File: src/sv/obv_pkg.sv
`default_nettype none
// ----------------------------------------------------------------------------
// obv_pkg
// Shared types, register map and helpers for the obstacle box vertices block.
// ----------------------------------------------------------------------------
package obv_pkg;

    localparam int W_LEN  = 24;  // Q15.8 lengths and positions
    localparam int W_REG  = 23;  // unsigned extent registers
    localparam int W_TRIG = 16;  // Q1.14 heading cosine and sine
    localparam int W_EXT  = 25;  // extent after the reduction, signed
    localparam int W_ADDR = 5;

    localparam logic signed [W_EXT-1:0] REDUCTION = 25'sd128;
    localparam logic signed [40:0]      RND_HALF  = 41'sd8192;

    // register indexes (paddr[4:2])
    localparam logic [2:0] REG_MAX_BOW        = 3'd0;
    localparam logic [2:0] REG_MAX_STERN      = 3'd1;
    localparam logic [2:0] REG_MAX_STARBOARD  = 3'd2;
    localparam logic [2:0] REG_MAX_PORT       = 3'd3;
    localparam logic [2:0] REG_SAFE_BOW       = 3'd4;
    localparam logic [2:0] REG_SAFE_STERN     = 3'd5;
    localparam logic [2:0] REG_SAFE_STARBOARD = 3'd6;
    localparam logic [2:0] REG_SAFE_PORT      = 3'd7;

    // corner codes
    localparam logic [1:0] CORNER_FR = 2'd0;
    localparam logic [1:0] CORNER_FL = 2'd1;
    localparam logic [1:0] CORNER_RR = 2'd2;
    localparam logic [1:0] CORNER_RL = 2'd3;

    typedef struct packed {
        logic [W_REG-1:0] max_bow;
        logic [W_REG-1:0] max_stern;
        logic [W_REG-1:0] max_starboard;
        logic [W_REG-1:0] max_port;
        logic [W_REG-1:0] safe_bow;
        logic [W_REG-1:0] safe_stern;
        logic [W_REG-1:0] safe_starboard;
        logic [W_REG-1:0] safe_port;
    } t_cfg;

    // box extents of one obstacle plus what the rotation needs
    typedef struct packed {
        logic [W_EXT-1:0]  bow;
        logic [W_EXT-1:0]  stern;
        logic [W_EXT-1:0]  sb;
        logic [W_EXT-1:0]  pt;
        logic [W_LEN-1:0]  ox;
        logic [W_LEN-1:0]  oy;
        logic [W_TRIG-1:0] hc;
        logic [W_TRIG-1:0] hs;
    } t_box;

    // one corner on its way through the rotation
    typedef struct packed {
        logic [1:0]        corner;
        logic              last;
        logic [W_LEN-1:0]  lx;
        logic [W_LEN-1:0]  ly;
        logic [W_LEN-1:0]  ox;
        logic [W_LEN-1:0]  oy;
        logic [W_TRIG-1:0] hc;
        logic [W_TRIG-1:0] hs;
    } t_vert;

    typedef struct packed {
        logic [1:0]       corner;
        logic             last;
        logic [W_LEN-1:0] lx;
        logic [W_LEN-1:0] ly;
        logic [W_LEN-1:0] ax;
        logic [W_LEN-1:0] ay;
    } t_vout;

    function automatic logic [W_LEN-1:0] sat24(input logic signed [27:0] v);
        logic [W_LEN-1:0] r;
        if (v > 28'sd8388607) begin
            r = 24'h7FFFFF;
        end else if (v < -28'sd8388608) begin
            r = 24'h800000;
        end else begin
            r = v[W_LEN-1:0];
        end
        return r;
    endfunction

endpackage
`default_nettype wire

File: src/sv/obv_rotate.sv
`default_nettype none
// ----------------------------------------------------------------------------
// obv_rotate
// Corner rotation pipeline: corner register, products, rounded sums, then
// translation with saturation into the output register.
// ----------------------------------------------------------------------------
module obv_rotate (
    input  wire logic           i_clk,
    input  wire logic           i_rst_n,
    input  wire logic           i_valid,
    input  wire obv_pkg::t_vert i_vert,
    input  wire logic           i_out_ready,
    output logic                o_en,
    output logic                o_valid,
    output obv_pkg::t_vout      o_vout
);
    import obv_pkg::*;

    logic en;
    logic r_v0_valid, r_v1_valid, r_v2_valid, r_v3_valid;

    t_vert r_v0;

    // stage 1: products
    logic signed [39:0]  r_p_xc, r_p_ys, r_p_xs, r_p_yc;
    logic [1:0]          r_v1_corner, r_v2_corner;
    logic                r_v1_last, r_v2_last;
    logic [W_LEN-1:0]    r_v1_lx, r_v1_ly, r_v1_ox, r_v1_oy;
    logic [W_LEN-1:0]    r_v2_lx, r_v2_ly, r_v2_ox, r_v2_oy;

    // stage 2: rounded rotation
    logic signed [26:0]  r_rot_x, r_rot_y;

    t_vout r_v3;

    logic signed [W_TRIG-1:0] hc, hs;
    logic signed [W_LEN-1:0]  lx, ly;
    logic signed [40:0]       sum_x, sum_y;
    logic signed [27:0]       ax, ay;

    assign en      = !r_v3_valid || i_out_ready;
    assign o_en    = en;
    assign o_valid = r_v3_valid;
    assign o_vout  = r_v3;

    always_ff @(posedge i_clk) begin
        if (!i_rst_n) begin
            r_v0_valid <= 1'b0;
            r_v1_valid <= 1'b0;
            r_v2_valid <= 1'b0;
            r_v3_valid <= 1'b0;
        end else if (en) begin
            r_v0_valid <= i_valid;
            r_v1_valid <= r_v0_valid;
            r_v2_valid <= r_v1_valid;
            r_v3_valid <= r_v2_valid;
        end
    end

    always_comb begin
        hc = $signed(r_v0.hc);
        hs = $signed(r_v0.hs);
        lx = $signed(r_v0.lx);
        ly = $signed(r_v0.ly);
        // floor((v + 2^13) / 2^14) rounds halves toward plus infinity
        sum_x = {r_p_xc[39], r_p_xc} - {r_p_ys[39], r_p_ys} + RND_HALF;
        sum_y = {r_p_xs[39], r_p_xs} + {r_p_yc[39], r_p_yc} + RND_HALF;
        ax = $signed({{4{r_v2_ox[W_LEN-1]}}, r_v2_ox}) + $signed({r_rot_x[26], r_rot_x});
        ay = $signed({{4{r_v2_oy[W_LEN-1]}}, r_v2_oy}) + $signed({r_rot_y[26], r_rot_y});
    end

    always_ff @(posedge i_clk) begin
        if (en) begin
            r_v0 <= i_vert;

            r_p_xc      <= hc * lx;
            r_p_ys      <= hs * ly;
            r_p_xs      <= hs * lx;
            r_p_yc      <= hc * ly;
            r_v1_corner <= r_v0.corner;
            r_v1_last   <= r_v0.last;
            r_v1_lx     <= r_v0.lx;
            r_v1_ly     <= r_v0.ly;
            r_v1_ox     <= r_v0.ox;
            r_v1_oy     <= r_v0.oy;

            r_rot_x     <= sum_x[40:14];
            r_rot_y     <= sum_y[40:14];
            r_v2_corner <= r_v1_corner;
            r_v2_last   <= r_v1_last;
            r_v2_lx     <= r_v1_lx;
            r_v2_ly     <= r_v1_ly;
            r_v2_ox     <= r_v1_ox;
            r_v2_oy     <= r_v1_oy;

            r_v3.corner <= r_v2_corner;
            r_v3.last   <= r_v2_last;
            r_v3.lx     <= r_v2_lx;
            r_v3.ly     <= r_v2_ly;
            r_v3.ax     <= sat24(ax);
            r_v3.ay     <= sat24(ay);
        end
    end

endmodule
`default_nettype wire

File: config.mk
export PLATFORM = sky130hd
export DESIGN_NAME = obv_rotate
export DESIGN_NICKNAME = d
export VERILOG_FILES = /design/src/sv/obv_pkg.sv /design/src/sv/obv_rotate.sv
export SDC_FILE = /design/constraint.sdc
export NUM_CORES = 2
export LEC_CHECK = 0
export BUFFER_PORTS_ARGS = -buffer_cell sky130_fd_sc_hd__buf_4
export CORE_ASPECT_RATIO = 0.6
export CORE_MARGIN = 4
export CORE_UTILIZATION = 30
export DETAILED_ROUTE_END_ITERATION = 8
export SETUP_SLACK_MARGIN = 0.15
export SYNTH_ARGS = -nofsm -noshare
export SYNTH_HDL_FRONTEND = slang
export SYNTH_SLANG_ARGS = --single-unit
export TNS_END_PERCENT = 50
File: constraint.sdc
create_clock -name i_clk -period 22.7 [get_ports i_clk]
set_clock_uncertainty 0.2 [all_clocks]
set_input_delay 0 -clock i_clk [delete_from_list [all_inputs] [get_ports i_clk]]
set_output_delay 0 -clock i_clk [all_outputs]
set_load 0.01 [all_outputs]
== Word-level counts from Yosys, hierarchy flattened ==
Index checks and enable logic that the tools add are counted.

* Register bits after elaboration: 646
* Output and inout port bits: 101
* Word-level logic and storage cells: 54
* Input port bits: 135

* Reductions and logical operators: 2
* Muxes and demuxes: 2
* Add/sub/neg operators: 6
* $lt $le $gt $ge: 4
* Multiply operators: 4

{| class="wikitable"
|+ Operators by type and width
! kind !! count
|-
| multiplier 16 x 24 -> 40 bit || 4
|-
| adder 41 x 14 -> 41 bit (second input constant) || 2
|-
| adder 24 x 27 -> 28 bit || 2
|-
| > comparator 28 x 24 -> 1 bit (second input constant) || 2
|-
| less-than comparator 28 x 24 -> 1 bit (second input constant) || 2
|-
| two-way mux 24 bit || 2
|-
| adder 40 x 40 -> 41 bit || 1
|-
| subtractor 40 x 40 -> 41 bit || 1
|-
| zero test 1 bit || 1
|-
| logical OR 1 bit || 1
|}

== Depth between registers and ports, before layout ==
* Depth after elaboration: 3
* Gate-level depth with buffers: 26
* Depth with buffers taken out: 25

== Worst setup path before layout ==
No wires, ideal clock.

* Path type: reg-to-reg
* From: register r_v3_valid (netlist: o_valid)
* To: register r_v3_valid (netlist: o_valid)
* Library setup time: 0.889 ns
* Period minus slack after synthesis: 20.446 ns
* Required time: 21.611 ns
* Stages on the path, launching flop included: 4
* Arrival time: 19.356 ns
* Path slack: 2.254 ns
* Buffers on the path: 1
* Path through: dfxtp_1 nand2b_1 clkbuf_1 a21boi_0

* Longest elaborated chain between the ends: 2

{| class="wikitable"
|+ RTL lines
! what !! RTL line !! source
|-
| from (decl) || obv_rotate.sv:20 || <nowiki>logic r_v0_valid, r_v1_valid, r_v2_valid, r_v3_valid;</nowiki>
|-
| from (signal assigned) || obv_rotate.sv:56 || <nowiki>r_v3_valid <= r_v2_valid;</nowiki>
|-
| zero test 1 bit || obv_rotate.sv:41 || <nowiki>assign en = !r_v3_valid || i_out_ready;</nowiki>
|-
| logical OR 1 bit || obv_rotate.sv:41 ||
|-
| named net o_en || obv_rotate.sv:13 || <nowiki>output logic o_en,</nowiki>
|}

The timed path passes the listed nets, and every way through them passes these cells.
A chain may end at the register's enable or synchronous reset.

== Final worst setup path ==
* From: register r_v0 (netlist bit hc[15])
* To: register r_p_yc[32] (data pin)

* Longest elaborated chain between the ends: 1

{| class="wikitable"
|+ RTL lines
! what !! RTL line !! source
|-
| from (decl) || obv_rotate.sv:22 || <nowiki>t_vert r_v0;</nowiki>
|-
| from (signal assigned) || obv_rotate.sv:74 || <nowiki>r_v0 <= i_vert;</nowiki>
|-
| multiplier 16 x 24 -> 40 bit || obv_rotate.sv:79 || <nowiki>r_p_yc <= hc * ly;</nowiki>
|-
| to (signal assigned) || obv_rotate.sv:79 ||
|-
| to (decl) || obv_rotate.sv:25 || <nowiki>logic signed [39:0] r_p_xc, r_p_ys, r_p_xs, r_p_yc;</nowiki>
|}

Every way passes these cells.

==> results.sh <==
export IMPL_io_buffers=235
export IMPL_crit_top_cell="fa_1"
export IMPL_dp_hpwl_mm=153
export IMPL_io_pins=236
export IMPL_grtUsageTotal=0.153
export IMPL_worstPathMaxFanout=21
export IMPL_placementRows=147
export IMPL_maxCapViolations=0
export IMPL_rsz0062_at_grt="no"
export IMPL_design_area_um2=92600
export IMPL_setup_viol=0
export IMPL_overflow=0
export IMPL_critPathCaptureType="register"
export IMPL_hold_viol=0
export IMPL_slowest_delay_ns=0.98
export IMPL_tns_ns=0
export IMPL_post_drt_via_cell_ratio=4.64
export IMPL_clk_pin_slew_worst_paths_ns=0.08
export IMPL_synth_top_area_cell="fa_1"
export IMPL_syn_area_per_cell_um2=10.4
export IMPL_area_growth_pct=13.5
export IMPL_grt_pass1_vias=58957
export IMPL_cts_root_buf="clkbuf_16"
export IMPL_cts_tree="yes"
export IMPL_seq_area_frac_synth=0.237
export IMPL_die_h_um=412
export IMPL_gp_congestion=0.862
export IMPL_grt_antenna_before_repair=10
export IMPL_async_flop_share=0
export IMPL_cts_resized_gates=0
export IMPL_cts_sinks=646
export IMPL_vias=54882
export IMPL_clock_latency_ns=0.76
export IMPL_place_area_um2=87300
export IMPL_drive_gt1_frac=0.0629
export IMPL_drt_wirelength_per_cell_um=17.5
export IMPL_hold_ws_ns=0.183
export IMPL_fillers=27019
export IMPL_yosysMostFrequentCell="inv_1"
export IMPL_syn_nets=10071
export IMPL_worstPathCellList="clkinv_1, buf_4, nor2_1, fa_1, fa_1, fa_1, fa_1, fa_1, inv_1, fa_1, inv_1, ha_1, a21o_1, a2111oi_0, a211oi_1, nand4_1, a311oi_1, a41o_1, o22ai_1, o21bai_1, a21oi_1, xnor2_1"
export IMPL_synth_edff_count=642
export IMPL_syn_area_um2=81500
export IMPL_drc=0
export IMPL_ys_ff_latch=646
export IMPL_finalNonFillerCells=11837
export IMPL_final_min_clock_period_ns=9.15
export IMPL_drt_iter0_drc=4070
export IMPL_crit_arrival_ns=9.40
export IMPL_drtPass1Iterations=6
export IMPL_coreArea_um2=269000
export IMPL_cts_made_buffers=76
export IMPL_cp_required_ns=22.95
export IMPL_maxSlewViolCount=0
export IMPL_status="finished, final reports clean"
export IMPL_worstHoldStart="r_v1_lx[3]"
export IMPL_cts_max_level=3
export IMPL_synth_common_cells="inv_1, fa_1, nand2_1"
export IMPL_dieArea_um2=280000
export IMPL_grt_max_degree=126
export IMPL_dieWidth_um=681
export IMPL_synth_cell_types=93
export IMPL_wl_mm=207
export IMPL_startpoint_type="register"
export IMPL_timing_rr_start="hc[15]"
export IMPL_yosys_warnings=0
export IMPL_nNetsFinal=10429
export IMPL_clk_path_buf_depth=3
export IMPL_grt_pass1_wl_mm=337
export IMPL_fin_crit_sh=0.403
export IMPL_syn_inst=7838
export IMPL_max_slew_worst_pin_slew_ns=1.13
export IMPL_hold_class="reg -> reg"
export IMPL_dp_cells=11427
export IMPL_synthTopCellsByArea="fa_1, edfxtp_1, ha_1"
export IMPL_maxSlewHeadroom=0.243
export IMPL_critPathLaunch="hc[15]"
export IMPL_max_freq_ghz=0.109
export IMPL_ys_flop_type="edfxtp_1"
export IMPL_start_util=0.303
export IMPL_crit_path_top_delay_cell="clkinv_1"
export IMPL_postRouteAntennaNets=0
export IMPL_synth_top_area_frac=0.368
export IMPL_crit_type="reg -> reg"
==> repair_timing <==
action | in CTS | in global routing
hold buffers | 267 | 0
endpoints found under the setup margin | 0 | 0
hold endpoints to repair | 176 | 0
buffers inserted | 0 | 0
==> routing by layer <==
layer	track usage	up-vias	wire length [µm]
li1	-	24676	-
met1	0.233	28118	99900
met2	0.219	1875	85400
met3	0.0320	211	17100
met4	0.0365	2	5020
met5	0	-	13
==> sequential cells by signal, summed over array words and instances (netlist names), 27 cells and up <==
signal	flops
r_rot_y	27
r_p_ys	40
r_p_xc	40
r_v0	51
r_p_yc	40
o_vout	99
r_rot_x	27
r_p_xs	40
==> cells by family (layout without fill, tap and decap cells) <==
logic type                 Yosys count  after routing  share of synthesized area
other                                0              6                          0
xor gates and xnor gates           250            250                     0.0269
buffers and inverters             2141           2558                     0.0990
and+or+nand+nor                   2014           2014                      0.119
DFF                                646            646                      0.237
muxes                                6              6                   0.000737
AOI/OAI and AO/OA                  683            683                     0.0574
adders and majority gates         2098           2098                      0.460
==> final timing paths <==
| check | end | cells past startpoint | slack [ns] |
|---|---|---|---|
| hold / removal | r_v2_lx[3] | 0 | 0.18 |
| setup reg to reg | r_p_yc[32] | 22 | 13.55 |
| hold reg to reg | r_v2_lx[3] | 0 | 0.18 |
| setup / recovery | r_p_yc[32] | 22 | 13.55 |
==> metrics by stage <==
stage               setup slack (ns)   util
floorplan                       2.25      -
global placement               14.13  0.325
detailed placement             13.90  0.325
CTS                            13.83  0.344
global route                   13.23  0.344
finish                         13.55  0.344
==> area by class of cell <==
class	instances	area, µm²	share of cell area
Antenna cell	6	15.0	0.000162
Clock buffer	84	1950	0.0211
Clock inverter	53	631	0.00681
Inverter	1820	6830	0.0738
Multi-Input combinational cell	5051	54100	0.585
Sequential cell	646	19400	0.209
Tap cell	3576	4470	0.0483
Timing Repair Buffer	601	5190	0.0561
==> cell usage in the layout (no fill, tap or decap), types with 93 or more instances in the layout <==
| cell type | count |
|---|---|
| edfxtp_1 | 642 |
| nand2_1 | 942 |
| xnor2_1 | 184 |
| ha_1 | 600 |
| o21ai_0 | 99 |
| dlygate4sd3_1 | 267 |
| nor2_1 | 211 |
| a21oi_1 | 189 |
| fa_1 | 1498 |
| inv_1 | 1819 |
| a21o_1 | 93 |
| and2_1 | 609 |
| buf_4 | 333 |
==> worst max-delay path: cells and delay by family (launching register included) <==
kind	cells	cell delay, ns
flip-flops	1	0.97
XOR/XNOR	1	0.13
AO/OA/AOI/OAI	8	2.25
adder cells (fa/ha/maj)	7	3.21
buffers and inverters	4	1.59
AND/OR/NAND/NOR	2	0.52
Power is not shown: default switching activity piles up to over one toggle a cycle in this logic, so the estimate is an artifact.
