==> src/sv/obv_pkg.sv <==
`default_nettype none
// ----------------------------------------------------------------------------
// obv_pkg
// Shared types, register map and helpers for the obstacle box vertices block.
// ----------------------------------------------------------------------------
package obv_pkg;

    localparam int W_LEN  = 24;  // Q15.8 lengths and positions
    localparam int W_REG  = 23;  // unsigned extent registers
    localparam int W_TRIG = 16;  // Q1.14 heading cosine and sine
    localparam int W_EXT  = 25;  // extent after the reduction, signed
    localparam int W_ADDR = 5;

    localparam logic signed [W_EXT-1:0] REDUCTION = 25'sd128;
    localparam logic signed [40:0]      RND_HALF  = 41'sd8192;

    // register indexes (paddr[4:2])
    localparam logic [2:0] REG_MAX_BOW        = 3'd0;
    localparam logic [2:0] REG_MAX_STERN      = 3'd1;
    localparam logic [2:0] REG_MAX_STARBOARD  = 3'd2;
    localparam logic [2:0] REG_MAX_PORT       = 3'd3;
    localparam logic [2:0] REG_SAFE_BOW       = 3'd4;
    localparam logic [2:0] REG_SAFE_STERN     = 3'd5;
    localparam logic [2:0] REG_SAFE_STARBOARD = 3'd6;
    localparam logic [2:0] REG_SAFE_PORT      = 3'd7;

    // corner codes
    localparam logic [1:0] CORNER_FR = 2'd0;
    localparam logic [1:0] CORNER_FL = 2'd1;
    localparam logic [1:0] CORNER_RR = 2'd2;
    localparam logic [1:0] CORNER_RL = 2'd3;

    typedef struct packed {
        logic [W_REG-1:0] max_bow;
        logic [W_REG-1:0] max_stern;
        logic [W_REG-1:0] max_starboard;
        logic [W_REG-1:0] max_port;
        logic [W_REG-1:0] safe_bow;
        logic [W_REG-1:0] safe_stern;
        logic [W_REG-1:0] safe_starboard;
        logic [W_REG-1:0] safe_port;
    } t_cfg;

    // box extents of one obstacle plus what the rotation needs
    typedef struct packed {
        logic [W_EXT-1:0]  bow;
        logic [W_EXT-1:0]  stern;
        logic [W_EXT-1:0]  sb;
        logic [W_EXT-1:0]  pt;
        logic [W_LEN-1:0]  ox;
        logic [W_LEN-1:0]  oy;
        logic [W_TRIG-1:0] hc;
        logic [W_TRIG-1:0] hs;
    } t_box;

    // one corner on its way through the rotation
    typedef struct packed {
        logic [1:0]        corner;
        logic              last;
        logic [W_LEN-1:0]  lx;
        logic [W_LEN-1:0]  ly;
        logic [W_LEN-1:0]  ox;
        logic [W_LEN-1:0]  oy;
        logic [W_TRIG-1:0] hc;
        logic [W_TRIG-1:0] hs;
    } t_vert;

    typedef struct packed {
        logic [1:0]       corner;
        logic             last;
        logic [W_LEN-1:0] lx;
        logic [W_LEN-1:0] ly;
        logic [W_LEN-1:0] ax;
        logic [W_LEN-1:0] ay;
    } t_vout;

    function automatic logic [W_LEN-1:0] sat24(input logic signed [27:0] v);
        logic [W_LEN-1:0] r;
        if (v > 28'sd8388607) begin
            r = 24'h7FFFFF;
        end else if (v < -28'sd8388608) begin
            r = 24'h800000;
        end else begin
            r = v[W_LEN-1:0];
        end
        return r;
    endfunction

endpackage
`default_nettype wire

==> src/sv/obv_extent.sv <==
`default_nettype none
// ----------------------------------------------------------------------------
// obv_extent
// Three-stage pipeline that picks the four box extents from the vehicle
// position: capture, distance and compares, selection and reduction.
// ----------------------------------------------------------------------------
module obv_extent (
    input  wire logic                  i_clk,
    input  wire logic                  i_rst_n,
    input  wire obv_pkg::t_cfg         i_cfg,
    input  wire logic                  i_valid,
    output logic                       o_ready,
    input  wire logic [127:0]          i_data,   // rel_x, rel_y, obs_x, obs_y, cos, sin
    input  wire logic                  i_comp,
    output logic                       o_valid,
    input  wire logic                  i_ready,
    output obv_pkg::t_box              o_box
);
    import obv_pkg::*;

    logic s1_rdy, s2_rdy, s3_rdy;
    logic r_s1_valid, r_s2_valid, r_s3_valid;

    // stage 1: captured item
    logic signed [W_LEN-1:0] r_s1_rx, r_s1_ry;
    logic                    r_s1_comp;
    logic [W_LEN-1:0]        r_s1_ox, r_s1_oy;
    logic [W_TRIG-1:0]       r_s1_hc, r_s1_hs;

    // stage 2: side, distance and compares
    logic                    r_s2_ahead, r_s2_stbd, r_s2_comp;
    logic [W_LEN-1:0]        r_s2_dx, r_s2_dy;
    logic                    r_s2_x_in, r_s2_x_out, r_s2_y_in, r_s2_y_out;
    logic [W_LEN-1:0]        r_s2_ox, r_s2_oy;
    logic [W_TRIG-1:0]       r_s2_hc, r_s2_hs;

    t_box r_s3;

    logic [W_LEN:0]    neg_x, neg_y;
    logic [W_LEN-1:0]  dx, dy;
    logic [W_REG-1:0]  xm, xs, ym, ys;
    logic              ahead, stbd;

    logic [W_REG-1:0]        xm3, xs3, ym3, ys3;
    logic                    x_mid, y_mid;
    logic signed [W_EXT-1:0] bx, by, bow, stern, sb, pt;

    assign s3_rdy  = !r_s3_valid || i_ready;
    assign s2_rdy  = !r_s2_valid || s3_rdy;
    assign s1_rdy  = !r_s1_valid || s2_rdy;
    assign o_ready = s1_rdy;
    assign o_valid = r_s3_valid;
    assign o_box   = r_s3;

    always_ff @(posedge i_clk) begin
        if (!i_rst_n) begin
            r_s1_valid <= 1'b0;
            r_s2_valid <= 1'b0;
            r_s3_valid <= 1'b0;
        end else begin
            if (s1_rdy) r_s1_valid <= i_valid;
            if (s2_rdy) r_s2_valid <= r_s1_valid;
            if (s3_rdy) r_s3_valid <= r_s2_valid;
        end
    end

    // stage 2 logic
    always_comb begin
        ahead = !r_s1_rx[W_LEN-1];
        stbd  = r_s1_ry[W_LEN-1];
        neg_x = -{r_s1_rx[W_LEN-1], r_s1_rx};
        neg_y = -{r_s1_ry[W_LEN-1], r_s1_ry};
        dx    = ahead ? r_s1_rx : neg_x[W_LEN-1:0];
        dy    = stbd ? neg_y[W_LEN-1:0] : r_s1_ry;
        xm    = ahead ? i_cfg.max_bow  : i_cfg.max_stern;
        xs    = ahead ? i_cfg.safe_bow : i_cfg.safe_stern;
        ym    = stbd  ? i_cfg.max_starboard  : i_cfg.max_port;
        ys    = stbd  ? i_cfg.safe_starboard : i_cfg.safe_port;
    end

    // stage 3 logic
    always_comb begin
        xm3   = r_s2_ahead ? i_cfg.max_bow  : i_cfg.max_stern;
        xs3   = r_s2_ahead ? i_cfg.safe_bow : i_cfg.safe_stern;
        ym3   = r_s2_stbd  ? i_cfg.max_starboard  : i_cfg.max_port;
        ys3   = r_s2_stbd  ? i_cfg.safe_starboard : i_cfg.safe_port;
        x_mid = !r_s2_x_in && !r_s2_x_out;
        y_mid = !r_s2_y_in && !r_s2_y_out;

        if (x_mid && !r_s2_y_out) begin
            bx = $signed({1'b0, r_s2_dx});
        end else if (r_s2_x_in && !r_s2_y_out) begin
            bx = $signed({2'b00, xs3});
        end else begin
            bx = $signed({2'b00, xm3});
        end

        if (y_mid && !r_s2_x_out) begin
            by = $signed({1'b0, r_s2_dy});
        end else if (r_s2_y_in && !r_s2_x_out) begin
            by = $signed({2'b00, ys3});
        end else begin
            by = $signed({2'b00, ym3});
        end

        // the far side of each axis keeps its maximum extent
        bow   = r_s2_ahead ? bx : $signed({2'b00, i_cfg.max_bow});
        stern = r_s2_ahead ? $signed({2'b00, i_cfg.max_stern}) : bx;
        sb    = r_s2_stbd  ? by : $signed({2'b00, i_cfg.max_starboard});
        pt    = r_s2_stbd  ? $signed({2'b00, i_cfg.max_port}) : by;

        if (!r_s2_comp) begin
            bow   = bow   - REDUCTION;
            stern = stern - REDUCTION;
            sb    = sb    - REDUCTION;
            pt    = pt    - REDUCTION;
        end
    end

    always_ff @(posedge i_clk) begin
        if (s1_rdy && i_valid) begin
            r_s1_rx   <= i_data[23:0];
            r_s1_ry   <= i_data[47:24];
            r_s1_ox   <= i_data[71:48];
            r_s1_oy   <= i_data[95:72];
            r_s1_hc   <= i_data[111:96];
            r_s1_hs   <= i_data[127:112];
            r_s1_comp <= i_comp;
        end
        if (s2_rdy && r_s1_valid) begin
            r_s2_ahead <= ahead;
            r_s2_stbd  <= stbd;
            r_s2_comp  <= r_s1_comp;
            r_s2_dx    <= dx;
            r_s2_dy    <= dy;
            r_s2_x_in  <= dx <= {1'b0, xs};
            r_s2_x_out <= dx >= {1'b0, xm};
            r_s2_y_in  <= dy <= {1'b0, ys};
            r_s2_y_out <= dy >= {1'b0, ym};
            r_s2_ox    <= r_s1_ox;
            r_s2_oy    <= r_s1_oy;
            r_s2_hc    <= r_s1_hc;
            r_s2_hs    <= r_s1_hs;
        end
        if (s3_rdy && r_s2_valid) begin
            r_s3.bow   <= bow;
            r_s3.stern <= stern;
            r_s3.sb    <= sb;
            r_s3.pt    <= pt;
            r_s3.ox    <= r_s2_ox;
            r_s3.oy    <= r_s2_oy;
            r_s3.hc    <= r_s2_hc;
            r_s3.hs    <= r_s2_hs;
        end
    end

endmodule
`default_nettype wire

==> config.mk <==
export PLATFORM = sky130hd
export DESIGN_NAME = obv_extent
export DESIGN_NICKNAME = d
export VERILOG_FILES = /design/src/sv/obv_pkg.sv /design/src/sv/obv_extent.sv
export SDC_FILE = /design/constraint.sdc
export NUM_CORES = 1
export LEC_CHECK = 0
export BUFFER_PORTS_ARGS = -buffer_cell sky130_fd_sc_hd__buf_4
export CAP_MARGIN = 15
export CORE_ASPECT_RATIO = 1.4
export CORE_MARGIN = 2
export CORE_UTILIZATION = 30
export DETAILED_ROUTE_END_ITERATION = 7
export PLACE_DENSITY = 0.56
export SKIP_CTS_REPAIR_TIMING = 1
export SLEW_MARGIN = 10
export SYNTH_ARGS = -nofsm -noshare
export SYNTH_HDL_FRONTEND = slang
export SYNTH_SLANG_ARGS = --single-unit
==> constraint.sdc <==
create_clock -name i_clk -period 23.3 [get_ports i_clk]
set_input_delay 4.66 -clock i_clk [delete_from_list [all_inputs] [get_ports i_clk]]
set_output_delay 4.66 -clock i_clk [all_outputs]
set_load 0.05 [all_outputs]
== After elaboration in Yosys (flattened, before gate mapping) ==
Index checks and enable logic that the tools add are counted.
Storage, ports and cells
  register bits: 447
  input port bits: 317
  logic and storage cells: 83
Cells by class
  $add $sub $neg: 6
  $lt $le $gt $ge: 4
  muxes and demuxes: 22
  reduce and logical (&&, ||, !) cells: 20
Operators by type and width (count)
  2-to-1 mux 23 bit: 10
  2-to-1 mux 25 bit: 8
  subtractor 25 x 9 -> 25 bit, second input constant: 4
  2-to-1 mux 24 bit: 4
  greater-or-equal comparator 24 x 23 -> 1 bit: 2
  <= comparator 24 x 23 -> 1 bit: 2
  negator 24 bit: 2
  logical AND 1 bit: 9
  zero test 1 bit: 8
  logical OR 1 bit: 3

== Longest topological paths before layout ==
Gate-level depths: netlist (run 1).
  depth after elaboration: 7
  depth in mapped cells: 15
  depth with buffers taken out: 15

== Least setup slack after synthesis (run 1) ==
OpenSTA, ideal clock, no wires.
  kind: input -> register
  start point: in i_ready
  end point: reg r_s2_ahead (enable)
  library setup time: 836 ps
  arrival: 14503 ps
  setup slack: 7961 ps
  cell stages on the path: 2
  cell sequence: nor2b_1 a21boi_0
On the way
  word-level cells in the longest chain between the ends: 3
Ends and longest elaborated chain
  from (decl): line obv_extent.sv:16  | input wire logic i_ready,
  logical OR 1 bit: line obv_extent.sv:48  | assign s3_rdy = !r_s3_valid || i_ready;
  logical OR 1 bit: line obv_extent.sv:49  | assign s2_rdy = !r_s2_valid || s3_rdy;
  logical AND 1 bit: line obv_extent.sv:130  | if (s2_rdy && r_s1_valid) begin
  to (signal assigned): line obv_extent.sv:131  | r_s2_ahead <= ahead;
  to (decl): line obv_extent.sv:31  | logic r_s2_ahead, r_s2_stbd, r_s2_comp;
No other way between the ends.
A chain may end at the register's enable or synchronous reset.

== Final worst setup path (run 1) ==
  start point: in i_ready
  end point: out o_ready
On the way
  word-level cells in the longest chain between the ends: 3
Ends and longest elaborated chain
  logical OR 1 bit: line obv_extent.sv:48
  logical OR 1 bit: line obv_extent.sv:49
  logical OR 1 bit: line obv_extent.sv:50  | assign s1_rdy = !r_s1_valid || s2_rdy;
  to (decl): line obv_extent.sv:12  | output logic o_ready,
No other way between the ends.

==> impl_results.rst, run 1 <==
.. list-table::
   :header-rows: 1

   * - Metric
     - Value
   * - Place WS
     - between 10 and 15 ns
   * - Clock transition at the registers of the reported paths
     - 0.07 ns
   * - Most frequent cell after synthesis
     - sky130_fd_sc_hd__edfxtp_1
   * - Layout area overhead
     - 30.1%
   * - Switching share of power
     - ~27%
   * - Compound-gate portion of the synthesized area
     - between 10% and 20%
   * - Critical hold path startpoint
     - r_s2_oy[10]
   * - Instance count of the mapped netlist
     - about 1500
   * - Synth top area share
     - 63.0%
   * - Top layer in use
     - met5
   * - Skew final
     - roughly 0.016 ns
   * - Setup slack, reg-to-reg
     - ~19 ns
   * - Worst IR Drop VDD
     - between 0.05 and 0.06 mV
   * - Most used standard cells in the synthesized netlist
     - 444 x sky130_fd_sc_hd__edfxtp_1, 109 x sky130_fd_sc_hd__mux2i_1, 98 x sky130_fd_sc_hd__ha_1
   * - HPWL after DPL
     - ~49 mm
   * - Sum of negative setup slack
     - 0 ns
   * - FILL cells
     - about 6700
   * - Core outline area
     - 70100 um^2
   * - Worst rel slew slack
     - 22.2%
   * - Portion of netlist area occupied by mux cells
     - between 5 and 6%
   * - Reported net switching power
     - between 500 and 600 uW
   * - Starting utilization of the core area
     - 30.2%
   * - Part of the Yosys area used for sequential elements
     - a little over three fifths
   * - Nets@finish
     - 2437
   * - Number of sinks driven by the clock tree
     - between 400 and 500
   * - Final hold viol count
     - 0
   * - Fraction of final layout cells sized beyond drive strength 1
     - a little over 30%
   * - Worst endpoint required time
     - roughly 19 ns
   * - Total I/O pin count
     - 499
   * - Share of synthesized cell area in and, or, nand and nor gates
     - 8.57%
   * - Worst Reg2Reg Path Length in Cells
     - 12
   * - Top area cells in the synthesized netlist
     - sky130_fd_sc_hd__edfxtp_1 63%, sky130_fd_sc_hd__ha_1 5.8%, sky130_fd_sc_hd__mux2i_1 5.2%
   * - DRC Markers
     - 0
   * - Final setup viols
     - 0
   * - Data arrival time of the worst path
     - around 5.8 ns
   * - Crit-path max cell delay
     - ~0.55 ns
   * - Adder and majority gate portion of the synthesized area
     - under 10%
   * - Area enclosed by the die boundary
     - approximately 73000 um^2
   * - Worst Slack Setup Final
     - between 10 and 15 ns
   * - Site row count
     - about 120
   * - Initial antenna violation count
     - 23
   * - Launching element type of the critical path
     - input pin
   * - Count of routing violations after the opening detailed-route iteration
     - around 1000
   * - Outcome
     - complete, no violations
   * - Top delay family on crit path
     - simple AND/OR/NAND/NOR gates
   * - Clock tree from TritonCTS
     - done
   * - Capturing point of the worst reg2reg path
     - r_s2_y_in
   * - Internal cell power
     - 1520 uW
   * - Die Y-Extent
     - about 320 um
   * - Die X-Extent
     - around 230 um
   * - Hold EP
     - o_box[42]
   * - Leakage
     - about 0.011 uW
   * - Yosys top cell by area
     - sky130_fd_sc_hd__edfxtp_1
   * - Post-synth EDFFs
     - roughly 440
   * - Proportion of power drawn by the clock network
     - between 30% and 40%
   * - First-pass GRT wire length
     - 93.5 mm
   * - Async set-or-reset flop fraction in the synthesized netlist
     - 0%
   * - Met3 Routed Length
     - 5.08 mm
   * - Detail Route Antenna Nets
     - 0
   * - Max Buffers Root-to-Sink
     - 3
   * - Number of vias after detailed routing
     - approximately 15000
   * - Maximum level of the CTS H-tree
     - 2
   * - Critical path cell sequence
     - buf_4 > nor2b_1 > nand3_1 > buf_4
   * - Slowest stage cell on the critical path
     - sky130_fd_sc_hd__nor2b_1
   * - Count of distinct cell types in the synthesized netlist
     - 74
   * - Mapped Area
     - ~21000 um^2
   * - Slew at the pin closest to its max-slew limit
     - between 1 and 1.5 ns
   * - Power density over the cells
     - 75.5 nW/um^2
   * - Syn_nets
     - 1936
   * - Dominant register cell in the synthesized netlist
     - sky130_fd_sc_hd__edfxtp_1
   * - CP Buf/Inv Count
     - 2
   * - Logic gate share of total power
     - between 10% and 20%
   * - Start of the worst register-to-register path
     - r_s1_ry[3]
   * - Largest net degree at the start of global routing
     - 72
   * - Routed metal-1 wire length
     - around 25 mm
   * - Minimum clock period after layout
     - 10.42 ns
   * - Drt pass-1 iters
     - 7
   * - Insertion delay of the later-clocked pin in the worst-skew pair
     - ~0.61 ns
   * - Synthesis-stage register bit count
     - about 450
   * - Count of warnings emitted by yosys
     - 0
   * - Number of global-route vias before repair
     - between 15000 and 20000
   * - Num CTS Buffers
     - 47
   * - Routability cong.
     - 0.871
   * - Buffer type at the clock tree root
     - sky130_fd_sc_hd__clkbuf_16
   * - Number of buffers added on ports
     - between 400 and 500
   * - Max-cap violations
     - 0
   * - Endpoint class of the critical path
     - output pin
   * - Final wirelength
     - roughly 63 mm
   * - DR vias/cell
     - 4.88
   * - Most used cell, CP
     - sky130_fd_sc_hd__buf_4
   * - Largest family of logic cells by synthesized area
     - compound AO/OA/AOI/OAI gates
   * - Wire length per cell
     - 21.1 um
   * - Sequential share of power
     - 46.4%
   * - Average size of a mapped cell
     - 13.9 um^2
   * - All-layer global routing usage
     - approximately 17%
   * - Final cycle utilization of the critical path
     - between 40 and 50%
   * - Unrepaired setup endpoints after global routing
     - no
   * - Worst setup path class
     - input pin to output pin
   * - Met2 wire len
     - between 30 and 40 mm
   * - Post-synthesis share of cell area spent on xor and xnor gates
     - about 4.4%
   * - Crit Path Max Fanout
     - 6
   * - Overflow left after global routing
     - 0
   * - Number of cells on the worst hold path
     - 0
   * - Final number of max-transition violations
     - 0
   * - Achievable clock frequency
     - around 96 MHz
   * - Cell depth of the worst setup path
     - 4
   * - Worst Hold Class
     - flip-flop to flip-flop
## state kept, by name (all words and copies together) (netlist names), 16 cells and up
name and cells:
o_box 180, r_s1_ox 24, r_s1_oy 24, r_s1_rx 24, r_s1_ry 24, r_s2_dx 24, r_s2_dy 24, r_s2_ox 24
r_s2_oy 24, r_s1_hc 16, r_s1_hs 16, r_s2_hc 16, r_s2_hs 16
## power groups by stage
stage                     clock (uW)  sequential (uW)  combinational [uW]
after floorplan                    0             1020                 195
after global placement             0              979                 358
after detailed placement           0              981                 364
after CTS                        776              964                 366
after global routing             806              968                 399
final                            750              964                 364
## cell usage in the layout, fill, tap and decap left out, types with 11 or more instances in the layout
master	Yosys	routed
sky130_fd_sc_hd__mux2i_1	109	109
sky130_fd_sc_hd__clkinv_1	2	11
sky130_fd_sc_hd__nor2_1	72	72
sky130_fd_sc_hd__o31ai_1	17	17
sky130_fd_sc_hd__edfxtp_1	444	444
sky130_fd_sc_hd__nor2b_1	17	16
sky130_fd_sc_hd__nand4_1	21	21
sky130_fd_sc_hd__o22a_1	21	21
sky130_fd_sc_hd__xor2_1	35	35
sky130_fd_sc_hd__xnor2_1	72	72
sky130_fd_sc_hd__inv_1	17	17
sky130_fd_sc_hd__o21ai_0	47	47
sky130_fd_sc_hd__ha_1	98	98
sky130_fd_sc_hd__or4_1	12	12
sky130_fd_sc_hd__buf_4	2	519
sky130_fd_sc_hd__nand2b_1	14	14
sky130_fd_sc_hd__nand2_1	95	95
sky130_fd_sc_hd__a22oi_1	19	19
sky130_fd_sc_hd__nor3_1	14	14
sky130_fd_sc_hd__a21oi_1	70	70
sky130_fd_sc_hd__o21bai_1	20	20
sky130_fd_sc_hd__clkbuf_16	0	48
sky130_fd_sc_hd__nand3_1	19	19
sky130_fd_sc_hd__o22ai_1	27	27
sky130_fd_sc_hd__a2bb2oi_1	13	13
sky130_fd_sc_hd__a21o_1	30	30
## kinds of logic (layout without fill, tap and decap cells)
kind of cell | count (synthesis) | count (layout)
AND/OR/NAND/NOR | 338 | 338
AO/OA/AOI/OAI | 330 | 330
buffers and inverters | 86 | 624
adder cells (fa/ha/maj) | 98 | 98
multiplexers | 115 | 115
flip-flops | 447 | 447
other | 0 | 9
XOR/XNOR | 107 | 107
## stage by stage
stage          instances  utilization (%)  cell area, um^2  hold slack (ns)  power [uW]
6_report            3004             39.3            27500            0.408        2080
5_1_grt             3004             39.3            27500            0.408        2170
4_1_cts             2995             39.3            27500            0.402        2110
3_5_place_dp        2909             37.1            26000            0.405        1350
3_3_place_gp        2909             37.1            26000            0.400        1340
2_1_floorplan       1521                -            21200            0.400        1210
## layer usage
metal | up-vias | track usage, %
met5 | - | 0
met4 | 28 | 6.83
met3 | 129 | 5.43
met2 | 556 | 28.8
met1 | 7024 | 19.8
li1 | 6930 | -
## layout make-up
type / instances / area, um^2 / share of cell area, %
timing repair buffer: 519 / 3900 / 14.2
inverter: 19 / 71.3 / 0.259
tap: 936 / 1170 / 4.25
sequential: 447 / 13400 / 48.6
clock buffer: 55 / 1230 / 4.46
multi-input combinational: 988 / 7440 / 27.0
antenna: 9 / 22.5 / 0.0818
clock inverter: 31 / 304 / 1.10
## worst max path at each step
stage                     slack, ns         end    start
after floorplan                7.96  r_s2_ahead  i_ready
after global routing          12.76     o_ready  i_ready
after CTS                     12.86     o_ready  i_ready
after global placement        12.87     o_ready  i_ready
after detailed placement      12.87     o_ready  i_ready
final                         12.88     o_ready  i_ready
No activity file was read; power rests on OpenSTA's default activity.
==> run 2: changes to the inputs <==
--- a/config.mk
+++ b/config.mk
@@ -5,13 +5,14 @@
 export SDC_FILE = /design/constraint.sdc
 export NUM_CORES = 1
 export LEC_CHECK = 0
+export ABC_AREA = 1
 export BUFFER_PORTS_ARGS = -buffer_cell sky130_fd_sc_hd__buf_4
 export CAP_MARGIN = 15
 export CORE_ASPECT_RATIO = 1.4
 export CORE_MARGIN = 2
 export CORE_UTILIZATION = 30
 export DETAILED_ROUTE_END_ITERATION = 7
-export PLACE_DENSITY = 0.56
+export PLACE_DENSITY = 0.55
 export SKIP_CTS_REPAIR_TIMING = 1
 export SLEW_MARGIN = 10
 export SYNTH_ARGS = -nofsm -noshare
==> constraint.sdc (replaced) <==
create_clock -name i_clk -period 10.2 [get_ports i_clk]
set_input_delay 2.04 -clock i_clk [delete_from_list [all_inputs] [get_ports i_clk]]
set_output_delay 2.04 -clock i_clk [all_outputs]
set_load 0.05 [all_outputs]
==> run 2 against run 1 <==
  * The run now ends with design-rule violations left
  * Largest cell class unchanged
  * First-iteration DRC count rose by 7.3%
  * Routed wire length up 13%
  * Sequential share of layout area shrank 4.0 points
  * Flip-flop and latch count did not move
  * Hold slack gained 0.0034 ns
  * Via count increased by 23%
  * Sequential power grew 120%
  * Synthesized area up 12%
==> impl_results.rst, run 2 <==
.. list-table::
   :header-rows: 1

   * - Metric
     - Value
   * - Outcome
     - finished, violations left
   * - Violations in the final reports
     - design-rule violations
   * - Maximum level of the CTS H-tree
     - 2
   * - Sequential share of power
     - 45.8%
   * - Layout area overhead
     - 26.6%
   * - Routability cong.
     - slightly below 0.9
   * - Commonest cells after routing, fill and taps aside
     - 603 x sky130_fd_sc_hd__nand2_1, 515 x sky130_fd_sc_hd__buf_4, 444 x sky130_fd_sc_hd__edfxtp_1, 243 x sky130_fd_sc_hd__inv_1, 191 x sky130_fd_sc_hd__o21ai_0
   * - Synth top area share
     - a little under three fifths
   * - Reported net switching power
     - approximately 1300 uW
   * - Multi-input gate area
     - ~9000 um^2
   * - Critical path cell sequence
     - buf_4 > inv_1 > nand2_1 > nor2_1 > nand2_1 > buf_4
   * - Largest net degree at the start of global routing
     - 90
   * - Area of all sequential standard cells
     - between 10000 and 15000 um^2
   * - Starting utilization of the core area
     - 30.4%
   * - Launching element type of the critical path
     - input pin
   * - Top area cells in the synthesized netlist
     - sky130_fd_sc_hd__edfxtp_1 56%, sky130_fd_sc_hd__nand2_1 9.6%, sky130_fd_sc_hd__ha_1 5.2%
   * - Mapped Area
     - between 20000 and 25000 um^2
   * - Top delay family on crit path
     - buffers and inverters
   * - Final wirelength
     - around 71 mm
   * - GRT met3 Usage
     - between 4 and 5%
   * - Wire length per cell
     - approximately 18 um
   * - Initial antenna violation count
     - 22
   * - Slew at the pin closest to its max-slew limit
     - 0.965 ns
   * - Largest family of logic cells by synthesized area
     - simple AND/OR/NAND/NOR gates
   * - Nets@finish
     - roughly 3300
   * - Total I/O pin count
     - between 400 and 500
   * - Worst rel slew slack
     - a little over a third
   * - Number of flip-flops in the largest register
     - 180
   * - HPWL after DPL
     - 54.7 mm
   * - Site row count
     - between 100 and 150
   * - Share of synthesized cell area in and, or, nand and nor gates
     - 21.7%
   * - Clock tree from TritonCTS
     - done
   * - Data arrival time of the worst path
     - between 2 and 3 ns
   * - First-pass GRT wire length
     - 106 mm
   * - Final cycle utilization of the critical path
     - about 47%
   * - Area enclosed by the die boundary
     - around 81000 um^2
   * - Met1 track demand over resource
     - approximately a fifth
   * - Crit-path max cell delay
     - around 0.2 ns
   * - Dominant register cell in the synthesized netlist
     - sky130_fd_sc_hd__edfxtp_1
   * - Unrepaired setup endpoints after global routing
     - no
   * - Worst endpoint required time
     - roughly 8.2 ns
   * - Async set-or-reset flop fraction in the synthesized netlist
     - 0%
   * - Met2 Track Usage GR
     - between 20% and 30%
   * - Drt pass-1 iters
     - 8
   * - Yosys top cell by area
     - sky130_fd_sc_hd__edfxtp_1
   * - Max-cap violations
     - 0
   * - CP Buf/Inv Count
     - 3
   * - Minimum clock period after layout
     - around 4.8 ns
   * - Number of buffers added on ports
     - roughly 500
   * - Fraction of the core area covered by cells at the end of the flow
     - 38.5%
   * - Skew final
     - 0.0175 ns
   * - Number of global-route vias before repair
     - approximately 18000
   * - Count of warnings emitted by yosys
     - 0
   * - Place WS
     - 5.41 ns
   * - Worst Slack Setup Final
     - between 5 and 6 ns
   * - Count of routing violations after the opening detailed-route iteration
     - 1071
   * - Final setup viols
     - 0
   * - Most used standard cells in the synthesized netlist
     - 603 x sky130_fd_sc_hd__nand2_1, 444 x sky130_fd_sc_hd__edfxtp_1, 245 x sky130_fd_sc_hd__inv_1
   * - Die X-Extent
     - about 240 um
   * - Fraction of final layout cells sized beyond drive strength 1
     - 25.0%
   * - Most frequent cell after synthesis
     - sky130_fd_sc_hd__nand2_1
   * - Count of distinct cell types in the synthesized netlist
     - 52
   * - DR vias/cell
     - ~4.6
   * - Worst IR Drop VDD
     - between 0.15 and 0.2 mV
   * - Final number of max-transition violations
     - 0
   * - Num CTS Buffers
     - 48
   * - Die Y-Extent
     - about 340 um
   * - Average size of a mapped cell
     - 9.88 um^2
   * - Final hold viol count
     - 0
   * - Synthesis-stage register bit count
     - around 450
   * - Most frequent standard cell in the layout excluding fill and tap cells
     - sky130_fd_sc_hd__nand2_1
   * - Endpoint class of the critical path
     - output pin
   * - Switching share of power
     - between 20 and 30%
   * - Overall power
     - roughly 4700 uW
   * - Part of the Yosys area used for sequential elements
     - between 50% and 60%
   * - Proportion of power drawn by the clock network
     - between 30% and 40%
   * - Max Buffers Root-to-Sink
     - 3
   * - Worst setup path class
     - input pin to output pin
   * - Number of sinks driven by the clock tree
     - about 450
   * - Post-synth EDFFs
     - around 440
   * - Detail Route Antenna Nets
     - 0
   * - Leakage
     - about 0.013 uW
   * - Adder and majority gate portion of the synthesized area
     - under 10%
   * - All-layer global routing usage
     - 17.0%
   * - Slowest stage cell on the critical path
     - sky130_fd_sc_hd__buf_4
   * - Internal cell power
     - approximately 3400 uW
   * - Compound-gate portion of the synthesized area
     - between 7 and 8%
   * - Instance count of the mapped netlist
     - between 2000 and 2500
   * - Buffer type at the clock tree root
     - sky130_fd_sc_hd__clkbuf_16
   * - Clock transition at the registers of the reported paths
     - 0.07 ns
   * - Portion of netlist area occupied by mux cells
     - less than 1%
   * - Insertion delay of the later-clocked pin in the worst-skew pair
     - 0.61 ns
   * - Number of vias after detailed routing
     - roughly 18000
   * - Crit Path Max Fanout
     - 3
   * - Achievable clock frequency
     - approximately 210 MHz
   * - Post-DP Area
     - around 28000 um^2
   * - FILL cells
     - about 8000
   * - Post-synthesis share of cell area spent on xor and xnor gates
     - 2.95%
   * - Area of all placed cells without fillers
     - approximately 30000 um^2
   * - Core outline area
     - between 70000 and 80000 um^2
   * - Syn_nets
     - around 2800
   * - Busiest metal layer after global routing
     - met2
   * - Logic gate share of total power
     - 16.9%
   * - Sum of negative setup slack
     - 0 ns
   * - DRC Markers
     - 1
   * - Overflow left after global routing
     - 0
   * - Power density over the cells
     - approximately 160 nW/um^2
   * - Worst Hold Class
     - flip-flop to flip-flop
run 2: changes by cell type in the layout (fill, tap and decap cells not counted), sizes merged, moves of 21 or more:
| cell | before | now |
|---|---|---|
| xor2 | 35 | 61 |
| nand3 | 19 | 207 |
| o21ai | 47 | 211 |
| nand2 | 95 | 634 |
| or2 | 4 | 33 |
| xnor2 | 72 | 17 |
| nor2 | 72 | 151 |
| a21o | 30 | 0 |
| o22a | 21 | 0 |
| inv | 20 | 263 |
| mux2i | 109 | 2 |
| o22ai | 27 | 0 |
run 2: cell type report:
| cell class | instances | area share, % |
|---|---|---|
| antenna | 12 | 0.100 |
| multi-input combinational | 1603 | 29.4 |
| clock buffer | 51 | 4.11 |
| tap | 1045 | 4.36 |
| sequential | 447 | 44.7 |
| timing repair buffer | 515 | 12.9 |
| inverter | 261 | 3.31 |
| clock inverter | 38 | 1.14 |
run 2: worst reg2reg max path, stage by stage, from the launching register on:
cell,delay [ns]
sky130_fd_sc_hd__edfxtp_1,0.42
sky130_fd_sc_hd__nor2_1,0.19
sky130_fd_sc_hd__nand3_1,0.14
sky130_fd_sc_hd__nor2_1,0.17
sky130_fd_sc_hd__nand3_1,0.12
sky130_fd_sc_hd__inv_1,0.12
sky130_fd_sc_hd__nand2_1,0.08
sky130_fd_sc_hd__o21ai_0,0.28
sky130_fd_sc_hd__o21ai_0,0.24
sky130_fd_sc_hd__xor2_1,0.24
sky130_fd_sc_hd__ha_1,0.35
sky130_fd_sc_hd__nand2_1,0.06
sky130_fd_sc_hd__nor4_1,0.58
sky130_fd_sc_hd__nand3_1,0.15
sky130_fd_sc_hd__nand3_1,0.13
sky130_fd_sc_hd__nand3b_1,0.19
run 2: metrics by stage:
stage	hold WS [ns]	instances
2_1_floorplan	0.400	2398
5_1_grt	0.409	3972
4_1_cts	0.408	3960
6_report	0.411	3972
3_3_place_gp	0.400	3871
3_5_place_dp	0.405	3871
run 2: power by group through the flow:
stage | clock, uW | sequential (uW) | combinational [uW]
floorplan | 0 | 2270 | 435
global placement | 0 | 2190 | 790
detailed placement | 0 | 2200 | 798
CTS | 1830 | 2160 | 801
global route | 1880 | 2160 | 885
finish | 1760 | 2160 | 795
run 2: logic make-up (layout without fill, tap and decap cells):
kind of cell | after synthesis | count (layout)
compound gates | 323 | 323
xor+xnor | 78 | 78
fa+ha+maj | 98 | 98
buf+inv | 348 | 865
flops | 447 | 447
mux | 2 | 2
other cells | 0 | 12
simple gates | 1102 | 1102
run 2: path summary, 6_finish.rpt:
kind,start,to,slack [ns],depth (start not counted)
max reg2reg,r_s1_rx[3],r_s2_x_out,6.60,15
min,r_s2_ox[19],o_box[75],0.41,0
max,i_ready,o_ready,5.41,6
min reg2reg,r_s2_ox[19],o_box[75],0.41,0
run 2: layer usage:
metal  share of wire [%]  wire [um]
met3                 7.2       5140
met4                 3.6       2550
met2                  48      34300
met5                0.18        125
met1                  41      29300
